===== config.mk =====
export PLATFORM = sky130hd
export DESIGN_NAME = masked_nd_index_stepper
export DESIGN_NICKNAME = d
export VERILOG_FILES = /design/src/rtl/mnis_pkg.sv /design/src/rtl/mnis_cell.sv /design/src/rtl/masked_nd_index_stepper.sv
export SDC_FILE = /design/constraint.sdc
export NUM_CORES = 1
export LEC_CHECK = 0
export ABC_AREA = 1
export BUFFER_PORTS_ARGS = -buffer_cell sky130_fd_sc_hd__buf_2
export CAP_MARGIN = 20
export CORE_UTILIZATION = 36
export CTS_CLUSTER_SIZE = 16
export DETAILED_ROUTE_END_ITERATION = 8
export SLEW_MARGIN = 20
export SYNTH_ARGS = -nofsm -noshare
export SYNTH_HDL_FRONTEND = slang
export SYNTH_HIERARCHICAL = 1
export SYNTH_SLANG_ARGS = --single-unit

===== constraint.sdc =====
create_clock -name i_clk -period 8.15 [get_ports i_clk]
set_input_delay 0.4075 -clock i_clk [delete_from_list [all_inputs] [get_ports i_clk]]
set_output_delay 0.4075 -clock i_clk [all_outputs]
set_load 0.01 [all_outputs]

===== src/rtl/mnis_pkg.sv =====
// Shared types and constants of the masked box index stepper.
package mnis_pkg;

    localparam int DIMS_DEF       = 3;
    localparam int COORD_BITS_DEF = 16;
    localparam int MAX_DIMS       = 3;
    localparam int CFG_ADDR_BITS  = 3;
    localparam int MASK_BITS      = 3;

    // Configuration register indexes.
    localparam logic [CFG_ADDR_BITS-1:0] REG_LOWER_X     = 3'd0;
    localparam logic [CFG_ADDR_BITS-1:0] REG_UPPER_X     = 3'd3;
    localparam logic [CFG_ADDR_BITS-1:0] REG_ACTIVE_MASK = 3'd6;
    localparam logic [MASK_BITS-1:0]     ACTIVE_MASK_RST = 3'b111;

    // Request kinds carried in tuser.
    localparam logic REQ_ADVANCE = 1'b0;
    localparam logic REQ_LOAD    = 1'b1;

    typedef struct packed {
        logic advance;
        logic load;
        logic step_en;
        logic lower_we;
        logic upper_we;
    } t_cell_ctrl;

endpackage


===== src/rtl/mnis_cell.sv =====
// One dimension of the index: coordinate, bounds and the carry step.
module mnis_cell #(
    parameter int COORD_BITS = mnis_pkg::COORD_BITS_DEF
) (
    input  logic                  i_clk,
    input  logic                  i_rst_n,
    input  mnis_pkg::t_cell_ctrl  i_ctrl,
    input  logic [COORD_BITS-1:0] i_cfg_data,
    input  logic [COORD_BITS-1:0] i_load_value,
    input  logic                  i_carry,
    output logic                  o_carry,
    output logic [COORD_BITS-1:0] o_next_coord
);
    import mnis_pkg::*;

    logic [COORD_BITS-1:0] r_coord;
    logic [COORD_BITS-1:0] n_coord;
    logic [COORD_BITS-1:0] r_lower;
    logic [COORD_BITS-1:0] r_upper;
    logic [COORD_BITS:0]   w_inc;
    logic [COORD_BITS:0]   w_upper_ext;
    logic                  w_pass;
    logic                  w_step;

    // The increment is compared one bit wider, so the largest value always passes.
    assign w_inc       = {r_coord[COORD_BITS-1], r_coord} + (COORD_BITS+1)'(1);
    assign w_upper_ext = {r_upper[COORD_BITS-1], r_upper};
    assign w_pass      = $signed(w_inc) > $signed(w_upper_ext);
    assign w_step      = i_ctrl.advance && i_ctrl.step_en && i_carry;

    always_comb begin
        priority if (i_ctrl.load) begin
            n_coord = i_load_value;
        end else if (w_step) begin
            n_coord = w_pass ? r_lower : w_inc[COORD_BITS-1:0];
        end else begin
            n_coord = r_coord;
        end
    end

    // An inactive dimension passes the carry straight through.
    assign o_carry      = i_ctrl.step_en ? (i_carry && w_pass) : i_carry;
    assign o_next_coord = n_coord;

    always_ff @(posedge i_clk) begin
        if (!i_rst_n) begin
            r_coord <= '0;
            r_lower <= '0;
            r_upper <= '0;
        end else begin
            r_coord <= n_coord;
            if (i_ctrl.lower_we) begin
                r_lower <= i_cfg_data;
            end
            if (i_ctrl.upper_we) begin
                r_upper <= i_cfg_data;
            end
        end
    end

endmodule


===== src/rtl/masked_nd_index_stepper.sv =====
// Top level of the masked box index stepper: cell chain and output register.
//
// Walks a three-coordinate box index the way nested loops do. Each request
// either loads a start index (tuser high) or advances the index by one step
// (tuser low), and each request yields exactly one result holding the new
// index and a wrapped flag. The user must write bounds and the active mask
// through the configuration port only while the block is idle; the block
// itself does not enforce this. One request is taken per clock cycle while
// the output side is ready or the output register is empty: the carry ripples
// through a chain of three dimension cells within the cycle, and one output
// register holds the result, valid from the cycle after the request is taken.
module masked_nd_index_stepper #(
    parameter int DIMS       = mnis_pkg::DIMS_DEF,
    parameter int COORD_BITS = mnis_pkg::COORD_BITS_DEF
) (
    input  logic                                   i_clk,
    input  logic                                   i_rst_n,
    input  logic                                   i_cfg_we,
    input  logic [mnis_pkg::CFG_ADDR_BITS-1:0]     i_cfg_addr,
    input  logic [COORD_BITS-1:0]                  i_cfg_data,
    input  logic                                   s_axis_tvalid,
    output logic                                   s_axis_tready,
    // start_x, start_y, start_z, zero padding
    input  logic [((3*COORD_BITS+7)/8)*8-1:0]      s_axis_tdata,
    // req_type
    input  logic                                   s_axis_tuser,
    output logic                                   m_axis_tvalid,
    input  logic                                   m_axis_tready,
    // index_x, index_y, index_z, zero padding
    output logic [((3*COORD_BITS+7)/8)*8-1:0]      m_axis_tdata,
    // wrapped
    output logic                                   m_axis_tuser
);
    import mnis_pkg::*;

    localparam int TDATA_W = ((3*COORD_BITS+7)/8)*8;
    localparam int PAD_W   = TDATA_W - 3*COORD_BITS;

    logic                  w_fire;
    logic                  w_carry [0:MAX_DIMS];
    logic [COORD_BITS-1:0] w_next  [0:MAX_DIMS-1];
    t_cell_ctrl            w_ctrl  [0:MAX_DIMS-1];
    logic [MASK_BITS-1:0]  r_active_mask;
    logic                  r_out_valid;
    logic [COORD_BITS-1:0] r_out_coord [0:MAX_DIMS-1];
    logic                  r_out_wrapped;

    assign s_axis_tready = !r_out_valid || m_axis_tready;
    assign w_fire        = s_axis_tvalid && s_axis_tready;
    assign w_carry[0]    = 1'b1;

    for (genvar d = 0; d < MAX_DIMS; d++) begin : g_cell
        always_comb begin
            w_ctrl[d].advance  = w_fire && (s_axis_tuser == REQ_ADVANCE);
            w_ctrl[d].load     = w_fire && (s_axis_tuser == REQ_LOAD);
            w_ctrl[d].step_en  = (d < DIMS) && r_active_mask[d];
            w_ctrl[d].lower_we = i_cfg_we && (i_cfg_addr == REG_LOWER_X + CFG_ADDR_BITS'(d));
            w_ctrl[d].upper_we = i_cfg_we && (i_cfg_addr == REG_UPPER_X + CFG_ADDR_BITS'(d));
        end

        mnis_cell #(
            .COORD_BITS (COORD_BITS)
        ) u_cell (
            .i_clk        (i_clk),
            .i_rst_n      (i_rst_n),
            .i_ctrl       (w_ctrl[d]),
            .i_cfg_data   (i_cfg_data),
            .i_load_value (s_axis_tdata[d*COORD_BITS +: COORD_BITS]),
            .i_carry      (w_carry[d]),
            .o_carry      (w_carry[d+1]),
            .o_next_coord (w_next[d])
        );
    end

    always_ff @(posedge i_clk) begin
        if (!i_rst_n) begin
            r_active_mask <= ACTIVE_MASK_RST;
        end else if (i_cfg_we && (i_cfg_addr == REG_ACTIVE_MASK)) begin
            r_active_mask <= i_cfg_data[MASK_BITS-1:0];
        end
    end

    always_ff @(posedge i_clk) begin
        if (!i_rst_n) begin
            r_out_valid <= 1'b0;
        end else if (w_fire) begin
            r_out_valid <= 1'b1;
        end else if (m_axis_tready) begin
            r_out_valid <= 1'b0;
        end
    end

    // A carry out of the top also covers the case of no active dimension.
    always_ff @(posedge i_clk) begin
        if (w_fire) begin
            r_out_coord[0] <= w_next[0];
            r_out_coord[1] <= w_next[1];
            r_out_coord[2] <= w_next[2];
            r_out_wrapped  <= (s_axis_tuser == REQ_ADVANCE) && w_carry[MAX_DIMS];
        end
    end

    assign m_axis_tvalid = r_out_valid;
    assign m_axis_tuser  = r_out_wrapped;

    if (PAD_W > 0) begin : g_pad
        assign m_axis_tdata = {PAD_W'(0), r_out_coord[2], r_out_coord[1], r_out_coord[0]};
    end else begin : g_nopad
        assign m_axis_tdata = {r_out_coord[2], r_out_coord[1], r_out_coord[0]};
    end

endmodule


==> run_results.csv <==
group,metric,value,unit
run_status,status,"finished clean",
setup_path,start_kind,"flip-flop",
floorplanning,die_y,177.0,microns
cells_and_area,layout_commonest_cell,"inv_1",
timing,clock_skew,0.01633,ns
min_path,whs_path_depth,3,
setup_path,crit_family,"simple AND/OR/NAND/NOR gates",
setup_path,crit_path_frequent_cell,"nand2_1",
detailed_routing,wl_per_cell,14.26,microns
cells_and_area,nets,1743,
detailed_routing,vias,9506,
cts,cts_max_path_buffers,2,
cts,hold_buffers,0,
detailed_routing,drt_pass1_iterations,5,
timing,setup_violations,0,
power_and_ir_drop,p_clk_share,33.1,%
cts,post_cts_buffers,0,
logic_synthesis,syn-instance-count,1523,
logic_synthesis,syn_avg_cell_area,7.241,sq um
setup_path,worst-path-stages,23,
detailed_routing,totalWireLength,28.81,mm
placed_design,dp_hpwl,21.38,mm
setup_path,worstRegToRegCells,23,
cells_and_area,n_fill_cell,3185,
power_and_ir_drop,p_sw_share,33.41,%
placed_design,gp_congestion,0.9332,
min_path,hp-class,"in -> reg",
cells_and_area,regArea,4434,sq um
power_and_ir_drop,p_seq_share,42.1,%
floorplanning,die_w,177.0,microns
floorplanning,rows,63,
setup_path,critPathArrivalTime,5.44,ns
detailed_routing,drtIter0Drc,593,
cts,cts_resized,0,
floorplanning,fp.coreArea,29870,sq um
power_and_ir_drop,finalPower,2.645,mW
placed_design,placed_cell_area,11760,sq um
setup_path,path_buf_inv,2,
cts,clockRootBuffer,"clkbuf_16",
timing,fmax,190.6,MHz
logic_synthesis,ys.flop_type,"dfxtp_1",
timing,finalHoldViolations,0,
setup_path,end_kind,"flip-flop",
global_routing,grt_pass1_wl,45.87,mm
logic_synthesis,synth_edf_count,49,
cts,cts_tree,"done",
setup_path,worst_path_max_delay_cell,"inv_1",
cts,clock_sinks,197,
timing,worst_pin_slew,0.9820,ns
setup_path,crit_chain,"ha_1, nand2_1, nor2_1, nand3_1, nor2_4, nand3_1, o21ai_0, inv_1, ha_1, nand2_1, nor2_1, nand2_1, nor2_2, nor2_2, nand3_2, nand2_4, a21boi_0, a21boi_0, nand3_1, inv_1, nand3_2, nand2_2, nand2_1",
cells_and_area,fin_area,12370,sq um
logic_synthesis,ys_ff_latch,197,
timing,rsz0062_at_grt,"no",
detailed_routing,viasPerCell,4.706,
timing,setup_slack,2.903,ns
setup_path,slowest_delay,0.66,ns
power_and_ir_drop,p_per_area,213.8,nW/um^2
cells_and_area,mostFrequentLayoutCells,"305 x inv_1, 303 x nand2_1, 150 x a21oi_1",
power_and_ir_drop,p_sw,0.8836,mW
timing,finalCritPeriodShare,64.38,%
cells_and_area,utilization,41.40,%
logic_synthesis,async_flop_share,0,%
cts,clk_latency,0.45,ns
floorplanning,start_util,36.91,%
logic_synthesis,seq_area_frac_synth,40.21,%
global_routing,grt_max_degree,104,
global_routing,grt.total_usage,18.91,%
logic_synthesis,netlist_area,11030,sq um
logic_synthesis,synth.distinct_cells,33,
cts,clk_pin_slew_worst_paths,0.08,ns
cells_and_area,area.growth.synth_to_final,12.14,%
power_and_ir_drop,pwr-share-comb,24.8,%
logic_synthesis,yosysWarnings,6,
floorplanning,die_area,31340,sq um
floorplanning,io_pins,124,
global_routing,antenna_found_initial,1,
setup_path,cp.required,8.35,ns
run,cap_violations,0,
placed_design,dp_worst_setup_slack,2.901,ns
power_and_ir_drop,leakagePower,6.156,nW
cells_and_area,final_layout_size_suffix_gt1_share,14.61,%
detailed_routing,drc,0,
setup_path,path_max_fanout,17,
placed_design,io_buffer_count,123,
timing,final-max-slew-violation-count,0,
timing,fin_tns_setup,0,ns
global_routing,gr-total-overflow,0,
power_and_ir_drop,p_int,1.761,mW
setup_path,r2r_setup_slack,2.90,ns
timing,relSlewSlack,34.53,%
cts,htree_levels,4,
timing,min_period,5.247,ns
setup_path,path_class,"reg -> reg",
cells_and_area,multiInputGateArea,5032,sq um
global_routing,grt_pass1_vias,8734,
detailed_routing,drtAntennaViolNets,0,
power_and_ir_drop,irDropWorstVdd,0.1096,mV
cts,numCtsBuffers,17,
## cell usage after synthesis (27+ instances only)
master	count	share of area, %
inv_1	306	10
nand2_1	303	10
a21oi_1	150	6.8
dfxtp_1	148	27
nand3_1	123	5.6
nor2_1	106	3.6
o21ai_0	102	4.6
ha_1	54	6.1
edfxtp_1	49	13
nand2_2	40	2.3
clkbuf_1	27	0.92
## area by class of cell
class,instances,area share (%)
diodes,1,0.02023
clock buffers,21,4.158
clock inverters,11,0.7588
inverters,308,9.348
multi-input cells,965,40.69
flip-flops and latches,197,35.86
well taps,390,3.946
repair buffers,127,5.221
## registers in the layout (all words and copies together) (netlist names)
signal and count:
g_cell.u_cell/r_coord 48, m_axis_tuser 1, g_cell.u_cell/r_upper 48, r_out_coord 48
r_active_mask 3, m_axis_tvalid 1, g_cell.u_cell/r_lower 48
## worst register-to-register path: stages (launching register included)
cell and delay (ns):
dfxtp_1 0.39, ha_1 0.20, nand2_1 0.06, nor2_1 0.17
nand3_1 0.16, nor2_4 0.18, nand3_1 0.13, o21ai_0 0.24
inv_1 0.09, ha_1 0.29, nand2_1 0.07, nor2_1 0.14
nand2_1 0.10, nor2_2 0.13, nor2_2 0.06, nand3_2 0.25
nand2_4 0.22, a21boi_0 0.36, a21boi_0 0.28, nand3_1 0.55
inv_1 0.66, nand3_2 0.14, nand2_2 0.09, nand2_1 0.05
## power groups by stage
stage	logic [mW]	clock network [mW]	registers [mW]
CTS	0.655	0.895	1.11
floorplan	0.498	0	1.14
global placement	0.646	0	1.14
finish	0.655	0.875	1.11
detailed placement	0.652	0	1.14
global route	0.750	0.934	1.12
## through the flow
stage / hold slack [ns] / instances
after detailed placement: 0.4446 / 1987
after global routing: 0.2478 / 2019
after global placement: 0.4423 / 1987
after CTS: 0.2335 / 2019
final: 0.2540 / 2020
after floorplan: 0.4301 / 1524
## per-layer routing
layer	global-route usage [%]	wire, microns
met4	4.777	394
met5	0	0
met3	3.973	1491
met2	29.92	12940
met1	26.03	13980
## kinds of logic (layout without fill, tap and decap cells)
kind of cell | after synthesis | in the layout | synth area share (%)
adder cells (fa/ha/maj) | 54 | 54 | 6.127
AO/OA/AOI/OAI | 271 | 271 | 12.80
other | 1 | 3 | 0.03400
buffers and inverters | 362 | 467 | 14.26
XOR/XNOR | 21 | 21 | 1.668
AND/OR/NAND/NOR | 617 | 617 | 24.90
flip-flops | 197 | 197 | 40.21
## worst paths after layout
kind	from	end
hold / removal	s_axis_tdata[16]	g_cell[1].u_cell/r_coord[0]
hold reg to reg	g_cell[1].u_cell/r_lower[15]	g_cell[1].u_cell/r_lower[15]
setup / recovery	g_cell[0].u_cell/r_coord[0]	r_out_coord[0][32]
setup reg to reg	g_cell[0].u_cell/r_coord[0]	r_out_coord[0][32]
Power figures use the tool's default switching activity.
